File: src/rtl/lcdrf_pkg.sv
package lcdrf_pkg;

   localparam int unsigned PANEL_BITS = 10;
   localparam int unsigned COORD_BITS = 16;
   localparam int unsigned COLOR_BITS = 16;
   localparam int unsigned STEP_BITS = 4;
   localparam int unsigned STATUS_BITS = 2;
   localparam int unsigned CSR_INDEX_BITS = 1;
   localparam int unsigned PRODUCT_BITS = 2 * PANEL_BITS;
   localparam int unsigned PIXEL_COUNT_BITS_DEFAULT = 20;

   localparam logic [PANEL_BITS-1:0] PANEL_WIDTH_RESET = PANEL_BITS'(240);
   localparam logic [PANEL_BITS-1:0] PANEL_HEIGHT_RESET = PANEL_BITS'(320);

   // Register indexes on the configuration port.
   localparam logic [CSR_INDEX_BITS-1:0] CSR_PANEL_WIDTH = 1'b0;
   localparam logic [CSR_INDEX_BITS-1:0] CSR_PANEL_HEIGHT = 1'b1;

   // Input item commands.
   localparam logic CMD_START = 1'b0;
   localparam logic CMD_NEXT = 1'b1;

   // LCD controller command bytes.
   localparam logic [7:0] LCD_COLUMN_ADDR = 8'h2A;
   localparam logic [7:0] LCD_ROW_ADDR = 8'h2B;
   localparam logic [7:0] LCD_MEMORY_WRITE = 8'h2C;

   // Start status codes.
   localparam logic [STATUS_BITS-1:0] START_NONE = 2'd0;
   localparam logic [STATUS_BITS-1:0] START_ACCEPTED = 2'd1;
   localparam logic [STATUS_BITS-1:0] START_REJECTED = 2'd2;
   localparam logic [STATUS_BITS-1:0] START_BUSY = 2'd3;

   // Header sequence steps; the pixel phase follows the last one.
   localparam logic [STEP_BITS-1:0] STEP_COL_CMD = 4'd0;
   localparam logic [STEP_BITS-1:0] STEP_XS_HI = 4'd1;
   localparam logic [STEP_BITS-1:0] STEP_XS_LO = 4'd2;
   localparam logic [STEP_BITS-1:0] STEP_XE_HI = 4'd3;
   localparam logic [STEP_BITS-1:0] STEP_XE_LO = 4'd4;
   localparam logic [STEP_BITS-1:0] STEP_ROW_CMD = 4'd5;
   localparam logic [STEP_BITS-1:0] STEP_YS_HI = 4'd6;
   localparam logic [STEP_BITS-1:0] STEP_YS_LO = 4'd7;
   localparam logic [STEP_BITS-1:0] STEP_YE_HI = 4'd8;
   localparam logic [STEP_BITS-1:0] STEP_YE_LO = 4'd9;
   localparam logic [STEP_BITS-1:0] STEP_MEM_CMD = 4'd10;
   localparam logic [STEP_BITS-1:0] STEP_PIXELS = 4'd11;

   typedef struct packed {
      logic                   byte_valid;
      logic [7:0]             out_byte;
      logic                   is_data;
      logic                   frame_end;
      logic                   fill_done;
      logic [STATUS_BITS-1:0] start_status;
   } rsp_type;

endpackage

File: src/rtl/lcd_clipped_rect_fill_stream_core.sv
// Rectangle fill byte stream for an 8080-style parallel LCD. A start item (cmd 0) loads a
// rectangle and an RGB565 color; it is rejected when it begins outside the panel or is empty,
// otherwise clipped to the panel edge. Each following next item (cmd 1) yields one bus byte:
// column-address command, x start/end, row-address command, y start/end (high bytes first),
// memory-write command, then high and low color bytes for every pixel. A start while a fill is
// running is ignored and reported. The block takes one item per clock cycle, but a stalled
// result register holds off only the input side; each item passes through one stage of
// logic into the result register, so its result appears the cycle after the transfer. The
// user must write panel size on the configuration port only while idle; it is not checked.
module lcd_clipped_rect_fill_stream_core #(
   parameter int unsigned PIXEL_COUNT_BITS = lcdrf_pkg::PIXEL_COUNT_BITS_DEFAULT
) (
   input  logic                                  clock,
   input  logic                                  reset,

   input  logic                                  csr_write,
   input  logic [lcdrf_pkg::CSR_INDEX_BITS-1:0]  csr_index,
   input  logic [lcdrf_pkg::PANEL_BITS-1:0]      csr_wdata,

   input  logic                                  req_valid,
   output logic                                  req_stall,
   input  logic                                  req_cmd,
   input  logic [lcdrf_pkg::COORD_BITS-1:0]      req_rect_x,
   input  logic [lcdrf_pkg::COORD_BITS-1:0]      req_rect_y,
   input  logic [lcdrf_pkg::COORD_BITS-1:0]      req_rect_w,
   input  logic [lcdrf_pkg::COORD_BITS-1:0]      req_rect_h,
   input  logic [lcdrf_pkg::COLOR_BITS-1:0]      req_fill_color,

   output logic                                  rsp_valid,
   input  logic                                  rsp_stall,
   output logic                                  rsp_byte_valid,
   output logic [7:0]                            rsp_out_byte,
   output logic                                  rsp_is_data,
   output logic                                  rsp_frame_end,
   output logic                                  rsp_fill_done,
   output logic [lcdrf_pkg::STATUS_BITS-1:0]     rsp_start_status
);
   import lcdrf_pkg::*;

   localparam int unsigned WideBits =
      (PIXEL_COUNT_BITS > PRODUCT_BITS) ? PIXEL_COUNT_BITS : PRODUCT_BITS;
   localparam logic [WideBits-1:0] CountMax =
      WideBits'((64'd1 << PIXEL_COUNT_BITS) - 64'd1);

   logic [PANEL_BITS-1:0]       panel_width_ff, panel_height_ff;
   logic                        busy_ff, busy_in;
   logic [STEP_BITS-1:0]        header_step_ff, header_step_in;
   logic [PANEL_BITS-1:0]       x_start_ff, x_start_in, x_end_ff, x_end_in;
   logic [PANEL_BITS-1:0]       y_start_ff, y_start_in, y_end_ff, y_end_in;
   logic [PIXEL_COUNT_BITS-1:0] pixels_left_ff, pixels_left_in;
   logic                        low_half_next_ff, low_half_next_in;
   logic [COLOR_BITS-1:0]       color_ff, color_in;
   logic                        rsp_valid_ff, rsp_valid_in;
   rsp_type                     rsp_ff, rsp_in;

   logic                        accept;
   logic                        reject;
   logic [PANEL_BITS-1:0]       avail_w, avail_h, clip_w, clip_h;
   logic [PRODUCT_BITS-1:0]     product;
   logic [WideBits-1:0]         product_wide;
   logic [PIXEL_COUNT_BITS-1:0] pixels_dec;

   // The result register frees up whenever its content is being taken.
   assign req_stall = rsp_valid_ff && rsp_stall;
   assign accept    = req_valid && !req_stall;

   assign reject = (req_rect_x >= COORD_BITS'(panel_width_ff))
                || (req_rect_y >= COORD_BITS'(panel_height_ff))
                || (req_rect_w == '0) || (req_rect_h == '0);

   assign avail_w = panel_width_ff - req_rect_x[PANEL_BITS-1:0];
   assign avail_h = panel_height_ff - req_rect_y[PANEL_BITS-1:0];
   assign clip_w  = (req_rect_w > COORD_BITS'(avail_w)) ? avail_w : req_rect_w[PANEL_BITS-1:0];
   assign clip_h  = (req_rect_h > COORD_BITS'(avail_h)) ? avail_h : req_rect_h[PANEL_BITS-1:0];
   assign product = PRODUCT_BITS'(clip_w) * PRODUCT_BITS'(clip_h);
   assign product_wide = WideBits'(product);

   assign pixels_dec = (pixels_left_ff != '0)
                     ? pixels_left_ff - PIXEL_COUNT_BITS'(1) : pixels_left_ff;

   always_comb begin
      busy_in          = busy_ff;
      header_step_in   = header_step_ff;
      x_start_in       = x_start_ff;
      x_end_in         = x_end_ff;
      y_start_in       = y_start_ff;
      y_end_in         = y_end_ff;
      pixels_left_in   = pixels_left_ff;
      low_half_next_in = low_half_next_ff;
      color_in         = color_ff;
      rsp_in           = rsp_ff;
      rsp_valid_in     = rsp_valid_ff && rsp_stall;

      if (accept) begin
         rsp_valid_in = 1'b1;
         rsp_in       = '0;
         if (req_cmd == CMD_START) begin
            if (busy_ff) begin
               rsp_in.start_status = START_BUSY;
            end else if (reject) begin
               rsp_in.start_status = START_REJECTED;
            end else begin
               rsp_in.start_status = START_ACCEPTED;
               x_start_in       = req_rect_x[PANEL_BITS-1:0];
               x_end_in         = req_rect_x[PANEL_BITS-1:0] + clip_w - PANEL_BITS'(1);
               y_start_in       = req_rect_y[PANEL_BITS-1:0];
               y_end_in         = req_rect_y[PANEL_BITS-1:0] + clip_h - PANEL_BITS'(1);
               pixels_left_in   = (product_wide > CountMax)
                                ? PIXEL_COUNT_BITS'(CountMax)
                                : PIXEL_COUNT_BITS'(product_wide);
               color_in         = req_fill_color;
               low_half_next_in = 1'b0;
               header_step_in   = STEP_COL_CMD;
               busy_in          = 1'b1;
            end
         end else if (busy_ff) begin
            rsp_in.byte_valid = 1'b1;
            rsp_in.is_data    = 1'b1;
            if (header_step_ff < STEP_PIXELS) begin
               header_step_in = header_step_ff + STEP_BITS'(1);
               case (header_step_ff)
                  STEP_COL_CMD: begin
                     rsp_in.out_byte  = LCD_COLUMN_ADDR;
                     rsp_in.is_data   = 1'b0;
                     rsp_in.frame_end = 1'b1;
                  end
                  STEP_XS_HI: rsp_in.out_byte = 8'(x_start_ff >> 8);
                  STEP_XS_LO: rsp_in.out_byte = x_start_ff[7:0];
                  STEP_XE_HI: rsp_in.out_byte = 8'(x_end_ff >> 8);
                  STEP_XE_LO: begin
                     rsp_in.out_byte  = x_end_ff[7:0];
                     rsp_in.frame_end = 1'b1;
                  end
                  STEP_ROW_CMD: begin
                     rsp_in.out_byte  = LCD_ROW_ADDR;
                     rsp_in.is_data   = 1'b0;
                     rsp_in.frame_end = 1'b1;
                  end
                  STEP_YS_HI: rsp_in.out_byte = 8'(y_start_ff >> 8);
                  STEP_YS_LO: rsp_in.out_byte = y_start_ff[7:0];
                  STEP_YE_HI: rsp_in.out_byte = 8'(y_end_ff >> 8);
                  STEP_YE_LO: begin
                     rsp_in.out_byte  = y_end_ff[7:0];
                     rsp_in.frame_end = 1'b1;
                  end
                  default: begin
                     rsp_in.out_byte  = LCD_MEMORY_WRITE;
                     rsp_in.is_data   = 1'b0;
                     rsp_in.frame_end = 1'b1;
                  end
               endcase
            end else if (!low_half_next_ff) begin
               low_half_next_in = 1'b1;
               rsp_in.out_byte  = color_ff[15:8];
            end else begin
               low_half_next_in = 1'b0;
               pixels_left_in   = pixels_dec;
               rsp_in.out_byte  = color_ff[7:0];
               if (pixels_dec == '0) begin
                  busy_in          = 1'b0;
                  header_step_in   = STEP_COL_CMD;
                  rsp_in.frame_end = 1'b1;
                  rsp_in.fill_done = 1'b1;
               end
            end
         end
      end
   end

   always_ff @(posedge clock) begin
      if (reset) begin
         panel_width_ff   <= PANEL_WIDTH_RESET;
         panel_height_ff  <= PANEL_HEIGHT_RESET;
         busy_ff          <= 1'b0;
         header_step_ff   <= STEP_COL_CMD;
         x_start_ff       <= '0;
         x_end_ff         <= '0;
         y_start_ff       <= '0;
         y_end_ff         <= '0;
         pixels_left_ff   <= '0;
         low_half_next_ff <= 1'b0;
         color_ff         <= '0;
         rsp_valid_ff     <= 1'b0;
      end else begin
         if (csr_write && csr_index == CSR_PANEL_WIDTH) begin
            panel_width_ff <= csr_wdata;
         end
         if (csr_write && csr_index == CSR_PANEL_HEIGHT) begin
            panel_height_ff <= csr_wdata;
         end
         busy_ff          <= busy_in;
         header_step_ff   <= header_step_in;
         x_start_ff       <= x_start_in;
         x_end_ff         <= x_end_in;
         y_start_ff       <= y_start_in;
         y_end_ff         <= y_end_in;
         pixels_left_ff   <= pixels_left_in;
         low_half_next_ff <= low_half_next_in;
         color_ff         <= color_in;
         rsp_valid_ff     <= rsp_valid_in;
      end
   end

   always_ff @(posedge clock) begin
      rsp_ff <= rsp_in;
   end

   assign rsp_valid        = rsp_valid_ff;
   assign rsp_byte_valid   = rsp_ff.byte_valid;
   assign rsp_out_byte     = rsp_ff.out_byte;
   assign rsp_is_data      = rsp_ff.is_data;
   assign rsp_frame_end    = rsp_ff.frame_end;
   assign rsp_fill_done    = rsp_ff.fill_done;
   assign rsp_start_status = rsp_ff.start_status;

endmodule

File: config.mk
export PLATFORM = sky130hd
export DESIGN_NAME = lcd_clipped_rect_fill_stream_core
export DESIGN_NICKNAME = d
export VERILOG_FILES = /design/src/rtl/lcdrf_pkg.sv /design/src/rtl/lcd_clipped_rect_fill_stream_core.sv
export SDC_FILE = /design/constraint.sdc
export NUM_CORES = 1
export LEC_CHECK = 0
export ABC_AREA = 1
export BUFFER_PORTS_ARGS = -buffer_cell sky130_fd_sc_hd__buf_4
export CAP_MARGIN = 20
export CORE_ASPECT_RATIO = 1.1
export CORE_MARGIN = 4
export CORE_UTILIZATION = 50
export CTS_CLUSTER_SIZE = 28
export DETAILED_ROUTE_END_ITERATION = 10
export PLACE_DENSITY = 0.74
export SYNTH_ARGS = -nofsm -noshare
export SYNTH_HDL_FRONTEND = slang
export SYNTH_SLANG_ARGS = --single-unit
File: constraint.sdc
create_clock -name clock -period 15.6 [get_ports clock]
set_clock_uncertainty 0.15 [all_clocks]
set_input_delay 1.56 -clock clock [delete_from_list [all_inputs] [get_ports clock]]
set_output_delay 1.56 -clock clock [all_outputs]
set_load 0.01 [all_outputs]
Word level (Yosys, flattened, before mapping)
Cells that the tools add are included.
{"block": "op_classes", "eq_ne": 16, "mux": 44, "reduce_logical": 21, "n_lt_le_gt_ge": 6, "add_sub_neg": 8, "bitwise_logic": 5, "multipliers": 1}
{"cell": "$mux W20", "count": 8}
{"cell": "$pmux W8 S10", "count": 1}
{"cell": "$ge A16 B10 Y1", "count": 2}
{"cell": "$gt A16 B10 Y1", "count": 2}
{"cell": "$logic_not A16 Y1", "count": 2}
{"cell": "$mux W4", "count": 7}
{"cell": "$add A10 B10 Y10", "count": 2}
{"cell": "$gt A20 B20 Y1 const B", "count": 1}
{"cell": "$logic_not A20 Y1", "count": 1}
{"cell": "$mul A10 B10 Y20", "count": 1}
{"cell": "$mux W10", "count": 2}
{"cell": "$reduce_bool A20 Y1", "count": 1}
{"cell": "$sub A10 B1 Y10 const B", "count": 2}
{"cell": "$sub A10 B10 Y10", "count": 2}
{"cell": "$sub A20 B1 Y20 const B", "count": 1}
{"cell": "$mux W1", "count": 19}
{"cell": "$eq A4 B3 Y1 const B", "count": 4}
{"cell": "$mux W8", "count": 2}
{"cell": "$mux W12", "count": 1}
{"cell": "$reduce_and A6 Y1", "count": 2}
{"cell": "$eq A4 B2 Y1 const B", "count": 2}
{"cell": "$eq A4 B4 Y1 const B", "count": 2}
{"cell": "$mux W2", "count": 4}
{"cell": "$reduce_or A8 Y1", "count": 1}
{"cell": "16 further kinds", "count": 29}
{"block": "totals", "register_bits": 117, "inputBits": 97}

Longest topological paths before layout
Gate-level depths: netlist of the first run.
{"block": "depth", "depth_word": 9, "depth_mapped": 43, "depth_no_buf": 43}

Worst setup path after synthesis of the first run
No wires, ideal clock.
{"block": "synth_path", "path_kind": "input port to flip-flop", "start": "input port req_rect_y[0] (netlist name)", "end": "register pixels_left_ff[14]", "arrival_time_ps": 8106, "path_stages": 36, "required_ps": 15325, "setup_time_ps": 125, "setup_slack_ps": 7219, "cell_sequence": "ha_1 -> inv_1 -> fa_1 -> a221o_1 -> nand3_1 -> nand2_1 -> xnor2_1 -> ha_1 -> nand2_1 -> nor2_1 -> nand2_1 -> nand2_1 -> nand2_1 -> nand2_1 -> nand2_2 -> buf_2 -> o21ai_1 -> nand2_1 -> fa_1 -> inv_1 -> fa_1 -> fa_1 -> fa_1 -> inv_1 -> fa_1 -> inv_1 -> ha_1 -> a21oi_1 -> o21ai_0 -> nand2_1 -> nand3_1 -> or2_2 -> nand3_1 -> o21ai_0 -> nor2_1 -> a211oi_1"}
{"block": "synth_via", "elab_chain_cells": 9}
{"element": "start: declaration", "line": "lcd_clipped_rect_fill_stream_core.sv:24", "source": "input logic [lcdrf_pkg::COORD_BITS-1:0] req_rect_y,"}
{"element": "$sub A10 B10 Y10", "line": "lcd_clipped_rect_fill_stream_core.sv:72", "source": "assign avail_h = panel_height_ff - req_rect_y[PANEL_BITS-1:0];"}
{"element": "$gt A16 B10 Y1", "line": "lcd_clipped_rect_fill_stream_core.sv:74", "source": "assign clip_h = (req_rect_h > COORD_BITS'(avail_h)) ? avail_h : req_rect_h[PANEL_BITS-1:0];"}
{"element": "$mux W10", "line": "lcd_clipped_rect_fill_stream_core.sv:74"}
{"element": "$mul A10 B10 Y20", "line": "lcd_clipped_rect_fill_stream_core.sv:75", "source": "assign product = PRODUCT_BITS'(clip_w) * PRODUCT_BITS'(clip_h);"}
{"element": "$gt A20 B20 Y1", "line": "lcd_clipped_rect_fill_stream_core.sv:108", "source": "pixels_left_in = (product_wide > CountMax)"}
{"element": "$mux W20", "line": "lcd_clipped_rect_fill_stream_core.sv:109", "source": "? PIXEL_COUNT_BITS'(CountMax)"}
{"element": "$mux W20", "line": "lcd_clipped_rect_fill_stream_core.sv:100", "source": "end else if (reject) begin"}
{"element": "$mux W20", "line": "lcd_clipped_rect_fill_stream_core.sv:98", "source": "if (busy_ff) begin"}
{"element": "$mux W20", "line": "lcd_clipped_rect_fill_stream_core.sv:97", "source": "if (req_cmd == CMD_START) begin"}
{"element": "end signal: assignment", "line": "lcd_clipped_rect_fill_stream_core.sv:197", "source": "pixels_left_ff <= pixels_left_in;"}
{"element": "end: declaration", "line": "lcd_clipped_rect_fill_stream_core.sv:50", "source": "logic [PIXEL_COUNT_BITS-1:0] pixels_left_ff, pixels_left_in;"}
Parallel ways exist; a longest one is shown, timed or not. The select of a mux whose other input is x is not followed.
A chain may end at the register's enable or synchronous reset.

Final worst setup path of the first run
{"block": "layout_path", "start": "input port req_rect_x[2] (netlist name)", "end": "register pixels_left_ff[14]"}
{"block": "layout_via", "elab_chain_cells": 9}
{"element": "start: declaration", "line": "lcd_clipped_rect_fill_stream_core.sv:23", "source": "input logic [lcdrf_pkg::COORD_BITS-1:0] req_rect_x,"}
{"element": "$sub A10 B10 Y10", "line": "lcd_clipped_rect_fill_stream_core.sv:71", "source": "assign avail_w = panel_width_ff - req_rect_x[PANEL_BITS-1:0];"}
{"element": "$gt A16 B10 Y1", "line": "lcd_clipped_rect_fill_stream_core.sv:73", "source": "assign clip_w = (req_rect_w > COORD_BITS'(avail_w)) ? avail_w : req_rect_w[PANEL_BITS-1:0];"}
{"element": "$mux W10", "line": "lcd_clipped_rect_fill_stream_core.sv:73"}
{"element": "$mul A10 B10 Y20", "line": "lcd_clipped_rect_fill_stream_core.sv:75"}
{"element": "$gt A20 B20 Y1", "line": "lcd_clipped_rect_fill_stream_core.sv:108"}
{"element": "$mux W20", "line": "lcd_clipped_rect_fill_stream_core.sv:109"}
{"element": "$mux W20", "line": "lcd_clipped_rect_fill_stream_core.sv:100"}
{"element": "$mux W20", "line": "lcd_clipped_rect_fill_stream_core.sv:98"}
{"element": "$mux W20", "line": "lcd_clipped_rect_fill_stream_core.sv:97"}
Parallel ways exist; a longest one is shown, timed or not. The select of a mux whose other input is x is not followed.

==> run metrics, run 1 <==
count of inserted antenna diode cells=0; Tightest Hold Check Type=reg2reg; crit path DAT=about 9.5 ns; commonest non-fill, non-tap cell in the layout=sky130_fd_sc_hd__nand2_1; Sum Neg Setup Slack=0 ns; Hold Fails Final Rpt=0; synthesized area=11900 µm²; count of yosys warnings during synthesis=0; post-CTS setup buffer count=0; row count=a little under 60; CP Capture Type=register; count of buffers from port buffering=~110; category of the worst setup path launch point=primary input; number of I/O pins=113; H-Tree Depth=4; Clk Latency, worst-skew pair=0.43 ns; Reg clk slew, reported paths=~0.070 ns; overall via count from detail_route=between 10000 and 15000; fin crit share=60.36%; RSZ-0062 raised after global routing=false; Max Clock Freq=0.1062 GHz; Reg-to-Reg End=pixels_left_ff[14]; actual slew at the worst max-slew pin=just over 0.9 ns; DRC violations left=0; RePlAce Congestion=0.9623; Yosys reg bits=about 120; Final Net Count=2095; Pins Over Slew Limit=0; source of the worst register-to-register timing path=panel_width_ff[0]; vias in the first global route=about 11000; clock tree from TritonCTS=yes; global route total overflow=0; slowest stage cell, crit path=sky130_fd_sc_hd__fa_1; portion of the post-synthesis area used by sequential elements=about a fifth; distinct cell type count after synthesis=52; max-cap violation count=0; GRT Overall Usage=a little over a quarter; Resize count post-CTS=0; data required time at the worst endpoint=~16 ns; top_reg_cell synth=sky130_fd_sc_hd__dfxtp_1; root buf cell=sky130_fd_sc_hd__clkbuf_16; Vias per Instance=about 5.4; hold-critical path endpoint=panel_width_ff[9]; Final Critical Period=9.416 ns; antenna violations before repair=0; remaining antenna violation count=0; total length of routed wires=34540 µm; CORE AREA=between 20000 and 25000 µm²; final routed wire length divided by cell count=about 17 µm; fraction of final layout cells sized beyond drive strength 1=10.32%; start point of the worst min-delay path=panel_width_ff[9]; cell count of the worst reg-to-reg path=37; maximum fanout along the worst path=16; final std cell area, no fill=around 14000 µm²; wire length of the first global-routing pass=55850 µm; Avg Cell Area, Syn=~7.0 µm²; Hold Slack=roughly 0.32 ns; Final Setup Violations=0; hold path depth=2; chip width=around 160 µm; maximum number of pins on one net before global-route repair=slightly above 90; Slew HR=37.49%; layout overhead on the synthesized area=13.65%; router iterations before antenna repair=6; kind of critical path=in2reg; die height=approximately 170 µm; total clock buffers created by CTS=17; DRC violation total after the first TritonRoute iteration=between 900 and 1000; Critical Path Max Stage Delay=0.57 ns; CTS max path bufs=2; CTS Sinks=117; register-to-register setup slack=around 7 ns; post-DP HPWL=27500 µm; Post-CTS Hold Fix Bufs=0; post-synthesis net count=2004; Synth Instances=between 1500 and 2000; starting density of the core=51.40%; number of enable flip-flop cells after synthesis=14; standard cell area after detailed placement=about 13000 µm²; highest-count cells in the layout ignoring fill and taps=sky130_fd_sc_hd__nand2_1 (325), sky130_fd_sc_hd__nor2_1 (240), sky130_fd_sc_hd__inv_1 (238), sky130_fd_sc_hd__ha_1 (152), sky130_fd_sc_hd__a21oi_1 (130); total die area=26330 µm²; run status=completed; Async S/R FF share, synth=0%
through the flow:
step / setup WS (ns) / cells / util, %
after floorplan: 7.219 / 1689 / -
after global placement: 5.996 / 2060 / 55.88
after detailed placement: 5.994 / 2060 / 55.88
after CTS: 6.364 / 2092 / 58.38
after global routing: 5.695 / 2093 / 58.42
final: 6.184 / 2093 / 58.42
critical path: cells and delay by family:
kind / cells / cell delay (ns)
AO/OA/AOI/OAI: 10 / 1.96
XOR/XNOR: 1 / 0.31
adder cells (fa/ha/maj): 8 / 3.64
buffers and inverters: 7 / 0.79
AND/OR/NAND/NOR: 11 / 1.25
how the worst max path moves through the flow:
stage	start	endpoint	slack [ns]
5_1_grt	req_rect_x[2]	pixels_left_ff[19]	5.70
3_5_place_dp	req_rect_x[2]	pixels_left_ff[14]	5.99
2_1_floorplan	req_rect_y[0]	pixels_left_ff[14]	7.22
4_1_cts	req_rect_x[2]	pixels_left_ff[14]	6.36
6_report	req_rect_x[2]	pixels_left_ff[14]	6.18
3_3_place_gp	req_rect_x[0]	pixels_left_ff[14]	6.00
flip-flops by register name, summed over array words and instances, names as in the netlist:
register / flops
color_ff: 16
panel_width_ff: 10
header_step_ff: 4
rsp_start_status: 2
low_half_next_ff: 1
x_start_ff: 10
y_end_ff: 10
busy_ff: 1
rsp_fill_done: 1
rsp_valid: 1
rsp_out_byte: 8
pixels_left_ff: 20
x_end_ff: 10
rsp_is_data: 1
y_start_ff: 10
rsp_frame_end: 1
panel_height_ff: 10
rsp_byte_valid: 1
Yosys cell counts, types with 2 or more instances:
library cell               instances  area, µm²
sky130_fd_sc_hd__nor2_1          240      900.9
sky130_fd_sc_hd__and2_1            2      12.51
sky130_fd_sc_hd__a21o_1            4      30.03
sky130_fd_sc_hd__inv_2             9      33.78
sky130_fd_sc_hd__clkinv_1          6      22.52
sky130_fd_sc_hd__nand3_1          61      305.3
sky130_fd_sc_hd__a221o_1           2      20.02
sky130_fd_sc_hd__dfxtp_1         103       2062
sky130_fd_sc_hd__o21ai_1          21      105.1
sky130_fd_sc_hd__xnor2_1          19      166.4
sky130_fd_sc_hd__a21boi_0          3      22.52
sky130_fd_sc_hd__edfxtp_1         14      420.4
sky130_fd_sc_hd__nand4_1          22      137.6
sky130_fd_sc_hd__nor2_4            3      33.78
sky130_fd_sc_hd__a221oi_1          4      35.03
sky130_fd_sc_hd__clkbuf_1         22      82.58
sky130_fd_sc_hd__nand3_2           2      20.02
sky130_fd_sc_hd__o211a_1           4      40.04
sky130_fd_sc_hd__nand2_2           5      31.28
sky130_fd_sc_hd__o211ai_1          8      60.06
sky130_fd_sc_hd__buf_2            17      85.08
sky130_fd_sc_hd__inv_1           239      897.1
sky130_fd_sc_hd__xor2_1           29      254.0
sky130_fd_sc_hd__nor3_1           12      60.06
sky130_fd_sc_hd__o21bai_1          3      22.52
sky130_fd_sc_hd__nand3b_1          4      30.03
sky130_fd_sc_hd__fa_1             66       1321
sky130_fd_sc_hd__a211oi_1          6      45.04
sky130_fd_sc_hd__o21ai_2           5      43.79
sky130_fd_sc_hd__a31oi_1           5      31.28
sky130_fd_sc_hd__buf_1             2      7.510
sky130_fd_sc_hd__o21a_1            4      30.03
sky130_fd_sc_hd__nor2_2            7      43.79
sky130_fd_sc_hd__a21oi_1         130      650.6
sky130_fd_sc_hd__nand2_1         325       1220
sky130_fd_sc_hd__o21ai_0         114      570.6
sky130_fd_sc_hd__ha_1            152       1902
kinds of logic (layout without fill, tap and decap cells):
group                      after synthesis  after routing  share of synthesized area (%)
xor gates and xnor gates                48             48                          3.533
DFF                                    117            117                          20.86
buffers and inverters                  297            401                          9.642
muxes                                    1              1                        0.08413
AOI/OAI and AO/OA                      318            318                          14.72
and+or+nand+nor                        690            690                          24.07
adders and majority gates              218            218                          27.09
layout make-up:
cell class,instances,area (µm²)
multi-input combinational,1275,8269
timing repair buffer,115,863.3
clock inverter,15,153.9
tap,300,375.4
clock buffer,17,425.4
sequential,117,2482
fill,2172,9627
inverter,254,953.4
routing by layer:
layer  global-route usage (%)  up-vias  share of wire, %
met5                        0        -                 0
met4                    9.716        0               3.3
met3                    3.239       62               5.9
met2                    43.39      395                47
met1                    35.50     5284                44
li1                         -     5634                 -
Power of run 1 is not shown: default switching activity piles up to over one toggle a cycle in this logic, so the estimate is an artifact.
==> inputs of run 2 (changes only) <==
--- a/config.mk
+++ b/config.mk
@@ -5,7 +5,7 @@
 export SDC_FILE = /design/constraint.sdc
 export NUM_CORES = 1
 export LEC_CHECK = 0
-export ABC_AREA = 1
+export ABC_AREA = 0
 export BUFFER_PORTS_ARGS = -buffer_cell sky130_fd_sc_hd__buf_4
 export CAP_MARGIN = 20
 export CORE_ASPECT_RATIO = 1.1
==> constraint.sdc (replaced) <==
create_clock -name clock -period 9.4 [get_ports clock]
set_clock_uncertainty 0.15 [all_clocks]
set_input_delay 0.94 -clock clock [delete_from_list [all_inputs] [get_ports clock]]
set_output_delay 0.94 -clock clock [all_outputs]
set_load 0.01 [all_outputs]
==> run 2 against run 1 <==
  * Synthesized cell count shrank 10%
  * Worst hold slack got worse by 0.015 ns
  * First-iteration DRC count decreased by 7.9%
  * Die area rose by 0.35%
  * Core utilization is 0.054 points higher
  * Critical path depth grew 2
==> run metrics, run 2 <==
buffers and inverters on the worst path=10 (+3); Pins Over Slew Limit=0 (unchanged); maximum number of pins on one net before global-route repair=95 (+2.2%); slowest stage cell, crit path=sky130_fd_sc_hd__fa_1; kind of critical path=in2reg; antenna violations before repair=0 (unchanged); Max Clock Freq=about 0.11 GHz; overall via count from detail_route=11188 (-1.6%); Slew HR=29.17% (-8.3 points); Sum Neg Setup Slack=0 ns (unchanged); actual slew at the worst max-slew pin=1.060 ns (+0.1255 ns); total clock buffers created by CTS=17 (unchanged); CP Capture Type=register; top_reg_cell synth=sky130_fd_sc_hd__dfxtp_1; clock tree from TritonCTS=yes; Vias per Instance=5.773 (+6.2%); highest-count cells in the layout ignoring fill and taps=sky130_fd_sc_hd__nand2_1 (201), sky130_fd_sc_hd__inv_1 (181), sky130_fd_sc_hd__ha_1 (152), sky130_fd_sc_hd__buf_4 (151), sky130_fd_sc_hd__nor2_1 (141); distinct cell type count after synthesis=78 (+50%); ranking of synthesized cells by instance count=sky130_fd_sc_hd__nand2_1 (201), sky130_fd_sc_hd__inv_1 (181), sky130_fd_sc_hd__ha_1 (152); Biggest register=pixels_left_ff; H-Tree Depth=4 (unchanged); static leakage=6.286 nW; post-synthesis net count=1831 (-8.6%); crit path DAT=9.14 ns (-0.38 ns); met1 Use GR=34.77% (-0.73 points); portion of the post-synthesis area used by sequential elements=20.79% (-0.076 points); library cell with the highest instance count after synthesis=sky130_fd_sc_hd__nand2_1; global routing's busiest layer=met2; wire length of the first global-routing pass=55370 µm (-0.86%); DRC violations left=0 (unchanged); commonest non-fill, non-tap cell in the layout=sky130_fd_sc_hd__nand2_1; Synth Instances=1516 (-10%); Global Route met3 Usage=4.934% (+1.7 points); final routed wire length divided by cell count=17.88 µm (+8.3%); layout overhead on the synthesized area=15.65%; global route total overflow=0 (unchanged); category of the worst setup path launch point=primary input; CTS Sinks=117 (unchanged); Hold Fails Final Rpt=0 (unchanged); RePlAce Congestion=0.9681 (+0.60%); remaining antenna violation count=0 (unchanged); leading post-synthesis cells by cell area=sky130_fd_sc_hd__dfxtp_1 (17%), sky130_fd_sc_hd__ha_1 (16%), sky130_fd_sc_hd__fa_1 (11%), sky130_fd_sc_hd__nand2_1 (6.3%), sky130_fd_sc_hd__a21oi_1 (5.9%); post-DP HPWL=27030 µm (-1.7%); Tightest Hold Check Type=reg2reg; chip width=155.4 µm (+0.17%); Largest register FFs=20 (unchanged); Reg clk slew, reported paths=0.06 ns (about the same); largest registers in the final layout=pixels_left_ff (20), color_ff (16); CTS max path bufs=2 (unchanged); critical path's top delay family=adder cells; number of enable flip-flop cells after synthesis=14 (unchanged); router iterations before antenna repair=6 (unchanged); Final Critical Period=~9.0 ns; count of buffers from port buffering=112 (unchanged); row count=59 (+1.7%); data required time at the worst endpoint=9.57 ns (-6.14 ns); fraction of final layout cells sized beyond drive strength 1=14.39% (+4.1 points); Critical Path Max Stage Delay=0.54 ns (-0.03 ns); count of yosys warnings during synthesis=0 (unchanged); DRC violation total after the first TritonRoute iteration=856 (-7.9%); root buf cell=sky130_fd_sc_hd__clkbuf_16; Final Net Count=1935 (-7.6%); Clk Latency, worst-skew pair=0.43 ns (about the same); Avg Cell Area, Syn=7.878 µm² (+12%); count of inserted antenna diode cells=0 (unchanged); number of I/O pins=113 (unchanged); met2 demand-to-capacity share in global routing=42.34% (-1.1 points); ratio of total power to cell area=approximately 360 nW/µm²; Yosys reg bits=117 (unchanged); worst vdd ir=0.4359 mV; total die area=26420 µm² (+0.35%); total length of routed wires=34650 µm (+0.31%); vias in the first global route=10751 (-1.7%); maximum fanout along the worst path=10 (-6); CORE AREA=23620 µm² (+2.0%); Async S/R FF share, synth=0% (unchanged); Final Setup Violations=0 (unchanged); Hold Slack=0.3006 ns (-0.01505 ns); starting density of the core=50.56% (-0.84 points); die height=170.1 µm (+0.17%); run status=completed; GRT Overall Usage=26.01% (-0.28 points); max-cap violation count=0 (unchanged); fin crit share=95.42%; synthesized area=11940 µm² (+0.37%); share of Yosys cell area claimed by the top area cell type=17.27% (-0.064 points); area leader, netlist=sky130_fd_sc_hd__dfxtp_1
## run 2: final timing paths
path	start	to	slack [ns]	cells after the start
worst max-delay path	req_rect_x[0]	pixels_left_ff[12]	0.43	39
worst min-delay path	x_start_ff[9]	x_start_ff[9]	0.30	2
worst max register to register	panel_width_ff[0]	pixels_left_ff[12]	0.66	39
worst min register to register	x_start_ff[9]	x_start_ff[9]	0.30	2
## run 2: per-stage QoR
stage	cell area, µm²	util (%)	setup WS, ns	cells	total power [mW]
2_1_floorplan	11940	-	0.2805	1516	3.146
3_3_place_gp	13120	55.54	0.06131	1897	4.070
3_5_place_dp	13120	55.54	-0.07150	1897	4.104
4_1_cts	13690	57.96	0.3277	1929	4.785
5_1_grt	13810	58.47	-0.02194	1938	5.485
6_report	13810	58.47	0.4310	1938	4.931
## run 2: area by class of cell
class	instances	area [µm²]
Tap cell	305	381.6
Multi-Input combinational cell	1149	8542
Inverter	182	683.2
Sequential cell	117	2482
Timing Repair Buffer	153	1152
Clock inverter	14	141.4
Fill cell	2168	9811
Clock buffer	18	429.2
## run 2: power by group
part           total, mW  internal (mW)  switching [mW]
Sequential         0.517          0.513         0.00458
Clock              0.642          0.372           0.270
Combinational       3.77           1.67            2.11
Total               4.93           2.55            2.38
## run 2: timing repair
action / CTS / global route
hold buffers: 0 / 0
buffers inserted: 0 / 7
gates resized for setup: 0 / 12
setup endpoints to repair: 0 / 7
## run 2: kinds of logic after synthesis
group,synth area share [%]
adder cells (fa/ha/maj),26.99
XOR/XNOR,3.374
buffers and inverters,8.172
AO/OA/AOI/OAI,18.22
flip-flops,20.79
AND/OR/NAND/NOR,20.10
multiplexers,2.357
## run 2: worst reg2reg max path, delay by kind of cell (launching register included)
family,cells,cell delay (ns)
adders and majority gates,9,3.62
AOI/OAI and AO/OA,13,2.20
buffers and inverters,10,1.05
and+or+nand+nor,5,0.94
DFF,1,0.33
xor gates and xnor gates,1,0.19
muxes,1,0.15
## run 2: metal layers
metal / vias up / wire length (µm)
met1: 5304 / 14780
li1: 5379 / -
met4: 0 / 963
met5: - / 0
met2: 443 / 16280
met3: 62 / 2627
Note: power is estimated with default switching activity, not from simulation.
